--- src/particle_table_update_assert.svh ---
// assertion macros for the particle table
// used by the rtl file that checks its own control logic; needs aclk and aresetn in scope
`ifndef PARTICLE_TABLE_UPDATE_ASSERT_SVH
`define PARTICLE_TABLE_UPDATE_ASSERT_SVH

// condition that holds at every clock edge out of reset
`define PTU_ASSERT(lbl, expr) \
    lbl: assert property (@(posedge aclk) disable iff (!aresetn) (expr)) \
        else $error("particle table check failed");

// condition that holds in the cycle after the trigger
`define PTU_ASSERT_NEXT(lbl, ante, cons) \
    lbl: assert property (@(posedge aclk) disable iff (!aresetn) (ante) |=> (cons)) \
        else $error("particle table check failed");

`endif

--- src/ptu_ram.sv ---
// generic single write, single read ram with registered read data
// no dependencies
`default_nettype none

module ptu_ram #(
    parameter int WIDTH = 8,
    parameter int DEPTH = 64
) (
    input  wire logic                     aclk,
    input  wire logic                     we,
    input  wire logic [$clog2(DEPTH)-1:0] waddr,
    input  wire logic [WIDTH-1:0]         wdata,
    input  wire logic                     re,
    input  wire logic [$clog2(DEPTH)-1:0] raddr,
    output logic      [WIDTH-1:0]         rdata
);

    logic [WIDTH-1:0] mem [DEPTH];

    // write port
    always_ff @(posedge aclk) begin
        if (we) begin
            mem[waddr] <= wdata;
        end
    end

    // read port, data holds until the next read
    always_ff @(posedge aclk) begin
        if (re) begin
            rdata <= mem[raddr];
        end
    end

endmodule

`default_nettype wire

--- config.mk ---
export PLATFORM = sky130hd
export DESIGN_NAME = ptu_ram
export DESIGN_NICKNAME = d
export VERILOG_FILES = /design/src/particle_table_update_assert.svh /design/src/ptu_ram.sv
export SDC_FILE = /design/constraint.sdc
export NUM_CORES = 1
export LEC_CHECK = 0
export BUFFER_PORTS_ARGS = -buffer_cell sky130_fd_sc_hd__clkbuf_2
export CORE_MARGIN = 1
export CORE_UTILIZATION = 66
export CTS_BUF_LIST = sky130_fd_sc_hd__clkbuf_8 sky130_fd_sc_hd__clkbuf_16
export DETAILED_ROUTE_END_ITERATION = 10
export PLACE_DENSITY_LB_ADDON = 0.08
export RECOVER_POWER = 25
export SLEW_MARGIN = 20
export SYNTH_ARGS = -nofsm -noshare
export SYNTH_HDL_FRONTEND = slang
export SYNTH_SLANG_ARGS = --single-unit
--- constraint.sdc ---
create_clock -name aclk -period 4.5 [get_ports aclk]
set_input_delay 0.225 -clock aclk [delete_from_list [all_inputs] [get_ports aclk]]
set_output_delay 0.225 -clock aclk [all_outputs]
set_load 0.03 [all_outputs]
Word level (Yosys, flattened, before mapping)
Memory sizes are Yosys's and may differ from the RTL's. A register that Yosys moved wholly into a read port is not among the register bits.
Index checks and enable logic that the tools add are counted.
{"block": "word_totals", "in_bits": 23, "n_memories": 1, "ram_bits": 512, "wordCells": 3, "regBits": 0, "romBits": 0, "latch_bits": 0, "output_inout_bits": 8}
{"name": "mem", "words": 64, "width": 8, "read_ports": 1, "rd_ports_with_merged_regs": 1, "wr": 1, "line_no": "ptu_ram.sv:18", "source": "logic [WIDTH-1:0] mem [DEPTH];"}
{"block": "classes", "reduce_logical": 0, "div": 0, "shift": 0, "muxes": 2, "eq_ne": 0, "magnitude_cmp": 0, "n_mul": 0, "n_bitwise": 0, "add_sub_neg": 0}
{"op": "$mux W1", "n": 2}

Longest topological paths before layout
{"block": "logic_depth", "ltp_word": 2, "depth_mapped": 9, "depth_no_buf": 5}

Worst setup path before layout
No wires, ideal clock.
{"block": "synth_path", "path_kind": "input -> register", "from": "input port raddr[1]", "to": "register rdata[3], read port of mem (data pin)", "n_path_buf": 3, "t_arrival_ns": 1.765, "setup_time_ns": 0.266, "setup_slack_ns": 2.469, "cell_stages": 7, "t_required_ns": 4.234, "path_cell_list": "buf_4 buf_2 buf_2 mux4_2 mux4_2 o21ai_1 o41ai_1"}
{"item": "start: declaration", "line_no": "ptu_ram.sv:14", "source": "input wire logic [$clog2(DEPTH)-1:0] raddr,"}
{"item": "end: declaration", "line_no": "ptu_ram.sv:15", "source": "output logic [WIDTH-1:0] rdata"}

==> metrics.md <==
| Metric | Value |
|---|---|
| CP endpoint kind | flip-flop |
| Post-CTS Setup Bufs | 0 |
| Initial drt markers | 1115 |
| Via count | 9582 |
| Final net count | 1008 |
| PortBufs | 30 |
| # DRC | 0 |
| Leakage | 0.00693 uW |
| Die H | 177 um |
| Endpoints failing setup | 0 |
| Initial Util | 0.678 |
| Maxcap violations | 6 |
| Layout Cells excl Fill | 1411 |
| Vias in the first global route | 9839 |
| Critical path launch point type | primary input |
| Reg area | 0.0156 sq mm |
| Final period utilization | 0.561 |
| # IOs | 31 |
| Placed Instances | 1324 |
| Final ANT Viol Nets | 0 |
| Post-synth ARST share | 0 |
| Pre-Repair DR Iteration Count | 6 |
| Longest Clk Path Bufs | 3 |
| CTS Hold Bufs | 0 |
| Yosys reg bits | 520 |
| Post-Route Utilization | 0.745 |
| GRT overflow | 0 |
| Gate Count Post-Synth | 940 |
| Fmax | 0.396 GHz |
| Hold_sp | re |
| Relative slew slack | -0.978 |
| Total CTS buffers | 49 |
| Total GRT Usage | 0.277 |
| Slew Viols, Final | 390 |
| Worst Tran Pin Value | 2970 ps |
| Yosys cell types | 39 |
| Failing checks | max-capacitance violations, max-slew violations |
| Mapped Area | 0.0202 sq mm |
| Commonest non-fill, non-tap cell in the layout | edfxtp_1 |
| Worst R2R Path Depth | 5 |
| FILL cells | 1617 |
| TritonCTS clock tree | done |
| Critical path arrival | 2810 ps |
| CTS sink cnt | 520 |
| Global-route wire length before repair | 61.5 mm |
| RePlAce Congestion | 0.826 |
| Clock Skew | 8.10 ps |
| Ant diodes | 0 |
| P&R area growth vs syn | 9.89% |
| Area after DPL | 0.0207 sq mm |
| Min-Delay Path Class | primary input to flip-flop |
| Area of the multi-input gates | 0.00433 sq mm |
| Syn_nets | 963 |
| Row cnt | 63 |
| Share of layout cells above drive strength 1 | 0.247 |
| Critical Path RT | 4790 ps |
| Die area | 0.0314 sq mm |
| Post-route cell area | 0.0223 sq mm |
| Sequential area share after synthesis | 0.771 |
| Setup TNS | 0 ps |
| Final min period | 2520 ps |
| Per-cell routed wire length | 29.4 um |
| Most used DFF post-synth | edfxtp_1 |
| Vias per cell | 6.79 |
| Crit-path max FO | 45 |
| Power Total | 9820 uW |
| Hold path depth | 1 |
| Commonest non-fill, non-tap cells in the layout | 520 x edfxtp_1, 126 x mux4_2, 83 x nor2_1, 51 x clkbuf_16 |
| Reg-to-Reg Start | mem[21][6] |
| Power per cell area | 442 mW/mm^2 |
| VDD IR-drop max | 0.321 mV |
| RSZ-0062 raised after global routing | false |
| Critical register-to-register path endpoint | rdata[6] |
| H-tree Lvls | 2 |
| Initial antenna violation count | 0 |
| Pin count of the biggest net entering global routing | 65 |
| Core ar. | 0.0299 sq mm |
| Syn avg cell area | 21.5 sq um |
| Die X | 177 um |
| Clock-pin slew on the worst setup and hold paths | 60 ps |
| Critical path class | primary input to flip-flop |
| R2R setup slack | 2200 ps |
| Clock root buffer | clkbuf_16 |
| Post-CTS Resized | 0 |
| Hpwl dp | 25.1 mm |
| Skew-Pair Late Insertion Delay | 550 ps |
| Post-synth EDFFs | 520 |
| WHS Endpoint | rdata[3] |
| WL final | 41.5 mm |
| Final Hold Violating Endpoints | 0 |
| Status | finished with violations |
| Warnings from Yosys | 0 |
==> power breakdown <==
part	internal [uW]	switching, uW
registers	5380	14.1
logic	176	303
clock network	2270	1680
==> per-layer routing <==
layer,vias up,routed length (um),global-route usage
li1,4033,-,-
met1,4997,16600,0.393
met2,479,20400,0.442
met3,73,3600,0.0584
met4,0,923,0.0805
met5,-,0,0
==> registers in the layout, summed over array words and instances, names as in the netlist <==
| name | cells |
|---|---|
| mem | 512 |
| rdata | 8 |
==> critical path, stage by stage <==
cell and delay (ps):
clkbuf_8 440, buf_12 380, mux4_2 550, mux2_2 310, o221a_2 280, nor3_1 430
o32ai_1 160
==> kinds of logic (layout without fill, tap and decap cells) <==
group,after synthesis,after routing,synth area share
flip-flops,520,520,0.771
multiplexers,162,162,0.159
AND/OR/NAND/NOR,153,153,0.0337
AO/OA/AOI/OAI,54,54,0.0206
buffers and inverters,51,132,0.0156
==> metrics by stage <==
step                      setup WS (ps)  hold WS, ps
after floorplan                    2470          324
after global placement             1430          646
after detailed placement           1350          653
after CTS                          1940         78.5
after global routing               1820          191
final                              1980          206
==> synth_stat cells (4+ instances only) <==
master,instances,area [sq um]
buf_6,4,45.0
a211oi_1,4,30.0
mux2_2,13,146
a221oi_1,6,52.6
edfxtp_1,520,15600
nand3_1,13,65.1
nor2b_1,14,87.6
nor2_1,83,312
buf_1,4,15.0
mux2i_1,23,230
buf_2,11,55.1
o221ai_1,8,70.1
nor3_1,7,35.0
clkbuf_1,17,63.8
o22ai_1,8,50.1
nand2b_1,7,43.8
mux4_2,126,2840
nand2_1,19,71.3
buf_4,13,97.6
==> cell type report <==
| type | count | share of cell area |
|---|---|---|
| clock buffers | 51 | 0.0574 |
| clock inverters | 36 | 0.0123 |
| multi-input cells | 369 | 0.194 |
| flip-flops and latches | 520 | 0.702 |
| well taps | 390 | 0.0219 |
| repair buffers | 45 | 0.0123 |
==> worst max-delay path by stage <==
stage | start | endpoint | slack, ps | depth (start not counted)
after floorplan | raddr[1] | rdata[3] | 2470 | 7
after global placement | raddr[0] | rdata[6] | 1430 | 7
after detailed placement | raddr[0] | rdata[6] | 1350 | 7
after CTS | raddr[0] | rdata[6] | 1940 | 7
after global routing | wdata[1] | mem[35][1] | 1820 | 2
final | raddr[0] | rdata[6] | 1980 | 7
Power figures use the tool's default switching activity.
