`config.mk`:
```
export PLATFORM = sky130hd
export DESIGN_NAME = ptu_step
export DESIGN_NICKNAME = d
export VERILOG_FILES = /design/src/particle_table_update_assert.svh /design/src/ptu_pkg.sv /design/src/ptu_step.sv
export SDC_FILE = /design/constraint.sdc
export NUM_CORES = 2
export LEC_CHECK = 0
export BUFFER_PORTS_ARGS = -buffer_cell sky130_fd_sc_hd__buf_2
export CAP_MARGIN = 20
export CELL_PAD_IN_SITES_DETAIL_PLACEMENT = 1
export CELL_PAD_IN_SITES_GLOBAL_PLACEMENT = 2
export CORE_AREA = 2 2 391 490
export DETAILED_ROUTE_END_ITERATION = 8
export DIE_AREA = 0 0 393 492
export GPL_ROUTABILITY_DRIVEN = 0
export PLACE_DENSITY_LB_ADDON = 0.1
export SYNTH_ARGS = -nofsm -noshare
export SYNTH_HDL_FRONTEND = slang
export SYNTH_SLANG_ARGS = --single-unit
export TNS_END_PERCENT = 5
```
`constraint.sdc`:
```
create_clock -name aclk -period 9.2 [get_ports aclk]
set_input_delay 1.38 -clock aclk [delete_from_list [all_inputs] [get_ports aclk]]
set_output_delay 1.38 -clock aclk [all_outputs]
set_load 0.03 [all_outputs]
```
`src/particle_table_update_assert.svh`:
```
// assertion macros for the particle table
// used by the rtl file that checks its own control logic; needs aclk and aresetn in scope
`ifndef PARTICLE_TABLE_UPDATE_ASSERT_SVH
`define PARTICLE_TABLE_UPDATE_ASSERT_SVH

// condition that holds at every clock edge out of reset
`define PTU_ASSERT(lbl, expr) \
    lbl: assert property (@(posedge aclk) disable iff (!aresetn) (expr)) \
        else $error("particle table check failed");

// condition that holds in the cycle after the trigger
`define PTU_ASSERT_NEXT(lbl, ante, cons) \
    lbl: assert property (@(posedge aclk) disable iff (!aresetn) (ante) |=> (cons)) \
        else $error("particle table check failed");

`endif

```
`src/ptu_pkg.sv`:
```
// shared types and constants of the particle table
// no dependencies
`default_nettype none

package ptu_pkg;

    localparam int MAX_PARTICLES_DEF = 64;
    localparam int SURV_W  = 7;
    localparam int MS_W    = 31;
    localparam int DT_W    = 16;
    localparam int LIFE_W  = 24;
    localparam int WORD_W  = 32;

    // actions of an input beat
    localparam logic ACT_SPAWN = 1'b0;
    localparam logic ACT_TICK  = 1'b1;

    // configuration register indexes
    localparam logic REG_MAX_SPEED  = 1'b0;
    localparam logic REG_GRAVITY_ON = 1'b1;

    // one table entry as held in the ram
    typedef struct packed {
        logic [LIFE_W-1:0] life;
        logic [WORD_W-1:0] vel_x;
        logic [WORD_W-1:0] vel_y;
        logic [WORD_W-1:0] vel_z;
        logic [WORD_W-1:0] pos_x;
        logic [WORD_W-1:0] pos_y;
        logic [WORD_W-1:0] pos_z;
        logic [WORD_W-1:0] tint;
    } particle_t;

    localparam int ENTRY_W = $bits(particle_t);

    // per-tick controls handed to the update pipeline
    typedef struct packed {
        logic [DT_W-1:0] dt;
        logic [MS_W-1:0] gstep;
        logic [MS_W-1:0] max_speed;
        logic            grav_on;
    } step_ctrl_t;

endpackage

`default_nettype wire

```
`src/ptu_step.sv`:
```
// update pipeline for one particle: life, gravity, euler step with saturation
// depends on ptu_pkg
`default_nettype none

module ptu_step
    import ptu_pkg::*;
(
    input  wire logic       aclk,
    input  wire logic       aresetn,
    input  wire step_ctrl_t ctrl,
    input  wire logic       in_valid,
    input  wire particle_t  in_entry,
    output logic            out_valid,
    output particle_t       out_entry,
    output logic            busy
);

    localparam int PROD_W = WORD_W + DT_W + 1;

    logic                     life_ok;
    logic [LIFE_W-1:0]        life_new;
    logic [WORD_W:0]          vy_ext;
    logic [WORD_W:0]          vy_lim;
    logic [WORD_W:0]          vy_diff;
    logic                     vy_above;
    logic [WORD_W-1:0]        vy_grav;
    logic [WORD_W-1:0]        vy_new;

    logic                     s2_valid_reg;
    logic                     s2_valid_next;
    particle_t                s2_ent_reg;
    particle_t                s2_ent_next;
    logic                     s3_valid_reg;
    particle_t                s3_ent_reg;
    logic signed [PROD_W-1:0] prod_x_reg;
    logic signed [PROD_W-1:0] prod_y_reg;
    logic signed [PROD_W-1:0] prod_z_reg;

    // position plus floor(v*dt), clamped to the signed 32-bit range
    function automatic logic [WORD_W-1:0] add_sat(input logic [WORD_W-1:0] p,
                                                  input logic [PROD_W-1:0] prod);
        logic [WORD_W+1:0] sum;
        sum = {{2{p[WORD_W-1]}}, p} + {prod[PROD_W-1], prod[PROD_W-1:DT_W]};
        if (sum[WORD_W+1:WORD_W-1] == 3'b000 || sum[WORD_W+1:WORD_W-1] == 3'b111) begin
            add_sat = sum[WORD_W-1:0];
        end else if (sum[WORD_W+1]) begin
            add_sat = {1'b1, {(WORD_W-1){1'b0}}};
        end else begin
            add_sat = {1'b0, {(WORD_W-1){1'b1}}};
        end
    endfunction

    // life check and gravity on the raw entry
    always_comb begin
        life_ok  = in_entry.life > {{(LIFE_W-DT_W){1'b0}}, ctrl.dt};
        life_new = in_entry.life - {{(LIFE_W-DT_W){1'b0}}, ctrl.dt};
        vy_ext   = {in_entry.vel_y[WORD_W-1], in_entry.vel_y};
        vy_lim   = '0 - {2'b00, ctrl.max_speed};
        vy_above = $signed(vy_ext) > $signed(vy_lim);
        vy_diff  = vy_ext - {2'b00, ctrl.gstep};
        if (vy_diff[WORD_W:WORD_W-1] == 2'b10) begin
            vy_grav = {1'b1, {(WORD_W-1){1'b0}}};
        end else begin
            vy_grav = vy_diff[WORD_W-1:0];
        end
        priority if (!ctrl.grav_on) begin
            vy_new = in_entry.vel_y;
        end else if (vy_above) begin
            vy_new = vy_grav;
        end else begin
            vy_new = vy_lim[WORD_W-1:0];
        end
        s2_valid_next     = in_valid && life_ok;
        s2_ent_next       = in_entry;
        s2_ent_next.life  = life_new;
        s2_ent_next.vel_y = vy_new;
    end

    // stage valids
    always_ff @(posedge aclk) begin
        if (!aresetn) begin
            s2_valid_reg <= 1'b0;
            s3_valid_reg <= 1'b0;
        end else begin
            s2_valid_reg <= s2_valid_next;
            s3_valid_reg <= s2_valid_reg;
        end
    end

    // stage 2: survivor with new life and velocity
    always_ff @(posedge aclk) begin
        s2_ent_reg <= s2_ent_next;
    end

    // stage 3: velocity times delta time
    always_ff @(posedge aclk) begin
        s3_ent_reg <= s2_ent_reg;
        prod_x_reg <= $signed(s2_ent_reg.vel_x) * $signed({1'b0, ctrl.dt});
        prod_y_reg <= $signed(s2_ent_reg.vel_y) * $signed({1'b0, ctrl.dt});
        prod_z_reg <= $signed(s2_ent_reg.vel_z) * $signed({1'b0, ctrl.dt});
    end

    // write-back: saturating position update
    always_comb begin
        out_entry       = s3_ent_reg;
        out_entry.pos_x = add_sat(s3_ent_reg.pos_x, prod_x_reg);
        out_entry.pos_y = add_sat(s3_ent_reg.pos_y, prod_y_reg);
        out_entry.pos_z = add_sat(s3_ent_reg.pos_z, prod_z_reg);
        out_valid       = s3_valid_reg;
        busy            = s2_valid_reg || s3_valid_reg;
    end

endmodule

`default_nettype wire

```
# After elaboration in Yosys (flattened, before gate mapping)
# Cells that the tools add are included.
# W data, S select, Z words.
# classes
mul	3
n_lt_le_gt_ge	2
n_mux	9
eq_ne	4
n_reduce_logical	8
addsub	6
# ops
operator	n
$mux W32	9
$mul A32 B17 Y49	3
$add A32 B33 Y34	3
$sub A32 B32 Y33	1
$gt A32 B32 Y1	1
$sub A1 B31 Y32 const A	1
$gt A24 B16 Y1	1
$sub A24 B16 Y24	1
$eq A3 B3 Y1 const B	3
$logic_not A3 Y1	3
$logic_or A1 B1 Y1	4
$eq A2 B2 Y1 const B	1
$logic_and A1 B1 Y1	1
# word_totals
reg_bits	645
in_bits	330
out_inout_bits	250
elab_cells	53

# Longest topological paths before layout
# logic_depth
ltp_word	5
depth_mapped	28
ltp_nobuf	26

# Least setup slack after synthesis
# No wires, ideal clock.
# synth_path
path_type	input to register
start	in ctrl[65] (netlist bit)
end	reg prod_y_reg[44]
path_stages	24
setup_time_ns	0.072
t_required_ns	9.128
n_path_buf	2
arrival_time_ns	7.557
path_slack_ns	1.571
cell_sequence	clkbuf_1 > clkbuf_1 > nand2_1 > fa_1 > fa_1 > fa_1 > inv_1 > fa_1 > fa_1 > inv_1 > fa_1 > inv_1 > ha_1 > o211ai_1 > nor4_1 > a221o_1 > a41oi_1 > a211oi_1 > or2_2 > a221oi_2 > o21bai_1 > a31o_2 > a21oi_1 > xnor2_1
# synth_between
elab_chain_len	1
# synth_rtl
element	line	source
start: declaration	ptu_step.sv:10	input wire step_ctrl_t ctrl,
$mul A32 B17 Y49	ptu_step.sv:99	prod_y_reg <= $signed(s2_ent_reg.vel_y) * $signed({1'b0, ctrl.dt});
end signal: assignment	ptu_step.sv:99	
end: declaration	ptu_step.sv:36	logic signed [PROD_W-1:0] prod_y_reg;
# No other way between the ends.
# A chain may end at the register's enable or synchronous reset.

# Final worst setup path
# layout_path
start	in ctrl[65] (netlist bit)
end	reg prod_x_reg[48]
# layout_between
elab_chain_len	1
# layout_rtl
element	line	source
$mul A32 B17 Y49	ptu_step.sv:98	prod_x_reg <= $signed(s2_ent_reg.vel_x) * $signed({1'b0, ctrl.dt});
end signal: assignment	ptu_step.sv:98	
end: declaration	ptu_step.sv:35	logic signed [PROD_W-1:0] prod_x_reg;
# No other way between the ends.

==> results_dict.tcl <==
set metrics [dict create \
    status "finished, final reports clean" \
    slew_violations 0 \
    vias 54365 \
    yosysTopAreaCell "fa_1" \
    synth_top_family_by_area "adder cells" \
    htree_levels 3 \
    post-cts-setup-buffers 0 \
    rows 179 \
    drt_iter0_markers 2081 \
    grt_pass1_wl_mm 366 \
    viasPerCell 4.92 \
    antenna_found_initial 19 \
    yosys_warnings 0 \
    port_buffers 579 \
    die_area_mm2 0.193 \
    tns_ns 0 \
    cts-resized-gates 0 \
    drive_gt1_share_pct 10.4 \
    multi_input_area_mm2 0.0539 \
    setup_viol 0 \
    critPathRequiredTime_ns 9.81 \
    cp_max_fo 31 \
    core_mm2 0.189 \
    use_met1_pct 30.4 \
    cts_hold_buf 0 \
    arrival_ns 8.49 \
    synth_nets 10427 \
    use_met3_pct 2.75 \
    worstHoldPathType "register to register" \
    post-route-drc-count 0 \
    die_w_um 393 \
    grt_max_degree 65 \
    crit_path_end_kind "register" \
    nets 10769 \
    ys_ff_latch 597 \
    crit_type "input pin to register" \
    cts_buffer_depth 3 \
    overflow 0 \
    cts.clk_slew.worst_paths_ns 0.06 \
    fin_crit_sh_pct 85.6 \
    regArea_mm2 0.0120 \
    fmax_ghz 0.127 \
    die_h_um 492 \
    synth_mux_area_share_pct 0.0267 \
    cts_inserted_buffers 73 \
    max_slew_margin_pct 23.4 \
    syn_to_final_growth_pct 10.4 \
    startpoint_type "input pin" \
    synth_area_mm2 0.0751 \
    yosysSeqAreaShare_pct 15.9 \
    post_synth_inst_count 8107 \
    synth_xor_area_share_pct 3.15 \
    synth_edf_count 0 \
    finClkSkew_ns 0.0487 \
    synth_flop_cell "dfxtp_1" \
    clk_latency_ns 0.73 \
    io_pins 580 \
    initial_core_util_pct 39.7 \
    final_common_cell "inv_1" \
    rsz0062_at_grt "no" \
    synth-adder-area-share_pct 47.8 \
    synth_compound_area_share_pct 6.81 \
    dpl.hpwl_mm 191 \
    synth-async-reset-ratio_pct 0 \
    synth.area.top_cells "fa_1 (39%), dfxtp_1 (16%), inv_1 (9.2%)" \
    wl_mm 235 \
    finalHoldViolations 0 \
    layout_common_cells "inv_1 (1843), fa_1 (1466), nand2_1 (960)" \
    synth_top_area_share_pct 39.1 \
    grt_usage_pct 25.0 \
    largest_register_ffs 248 \
    fin_crit_ns 7.88 \
    wl_per_cell_um 21.3 \
    fillers 21880 \
    ys_types 83 \
    drv_cap 0 \
    tightest_slew_ns 1.15 \
    busiest_layer "met2" \
    cts_sinks 597 \
    root_buffer "clkbuf_16" \
    syn_area_per_cell_um2 9.26 \
    synth-simple-area-share_pct 14.0 \
    drtAntennaViolNets 0 \
    cts_tree "built" \
    met2_usage_pct 45.3 \
    first_global_vias 62720 \
    drtPass1Iterations 5 \
]
logic make-up (layout without fill, tap and decap cells):
group	count (synthesis)	in the layout
muxes	2	2
adders and majority gates	1990	1990
and+or+nand+nor	2148	2148
DFF	597	597
AOI/OAI and AO/OA	807	807
xor gates and xnor gates	269	269
other	0	9
buffers and inverters	2294	2695
cell usage after synthesis (9+ instances only):
cell type,number
fa_1,1466
a31oi_1,25
a21o_1,146
a21oi_1,224
a211oi_1,24
and3_1,25
nor4_1,11
nor3_1,53
nand2b_1,31
clkbuf_1,285
nor2b_1,43
xor2_1,112
xnor2_1,156
nor2_1,206
nand4_1,30
or2_2,10
and2_1,692
o31ai_1,12
o21bai_1,18
ha_1,524
nand2_1,960
o211ai_1,20
o21ai_0,192
nand3_1,38
o21a_1,45
or3_1,9
and4_1,14
dfxtp_1,597
buf_4,153
inv_1,1843
worst paths after layout:
path                            slack [ns]         endpoint             from  cells past startpoint
worst min register to register        0.31  s3_ent_reg[104]  s2_ent_reg[104]                      0
worst min-delay path                  0.31  s3_ent_reg[104]  s2_ent_reg[104]                      0
worst max-delay path                  1.32   prod_x_reg[48]         ctrl[65]                     24
worst max register to register        1.54   prod_y_reg[44]  s2_ent_reg[169]                     23
worst max-delay path: stages:
cell and delay [ns]:
buf_4 0.40, buf_4 0.44, nand2_1 0.15, fa_1 0.53
fa_1 0.51, fa_1 0.52, inv_1 0.06, fa_1 0.49
fa_1 0.52, inv_1 0.06, fa_1 0.48, inv_1 0.04
ha_1 0.33, a211o_1 0.30, nor3_1 0.13, a21oi_1 0.11
nor3_1 0.30, a21oi_1 0.18, a31oi_1 0.33, o21a_1 0.26
o21ai_0 0.21, a211o_1 0.34, a21oi_1 0.18, xnor2_1 0.15
final cells by class:
type / count / share of cell area (%)
Clock inverter: 43 / 0.783
Timing Repair Buffer: 718 / 5.04
Tap cell: 2534 / 3.83
Multi-Input combinational cell: 5216 / 65.1
Clock buffer: 91 / 2.50
Sequential cell: 597 / 14.4
Inverter: 1843 / 8.35
Antenna cell: 9 / 0.0272
through the flow:
step	hold WS [ns]	area [um^2]	utilization [%]	setup WS (ns)	instances
2_1_floorplan	0.310	75100	-	1.57	8107
3_3_place_gp	0.310	80100	42.3	0.653	10903
3_5_place_dp	0.313	80100	42.3	0.558	10904
4_1_cts	0.303	82800	43.7	1.30	11038
5_1_grt	0.312	82900	43.8	0.713	11046
6_report	0.308	82900	43.8	1.32	11051
per-layer routing:
layer	share of wire (%)	up-vias	wire, um
met1	41	28386	95800
met5	0.025	-	58
met3	3.4	306	8080
li1	-	24694	-
met4	3.8	8	9030
met2	52	971	122000
Power is not shown: default switching activity piles up to over one toggle a cycle in this logic, so the estimate is an artifact.
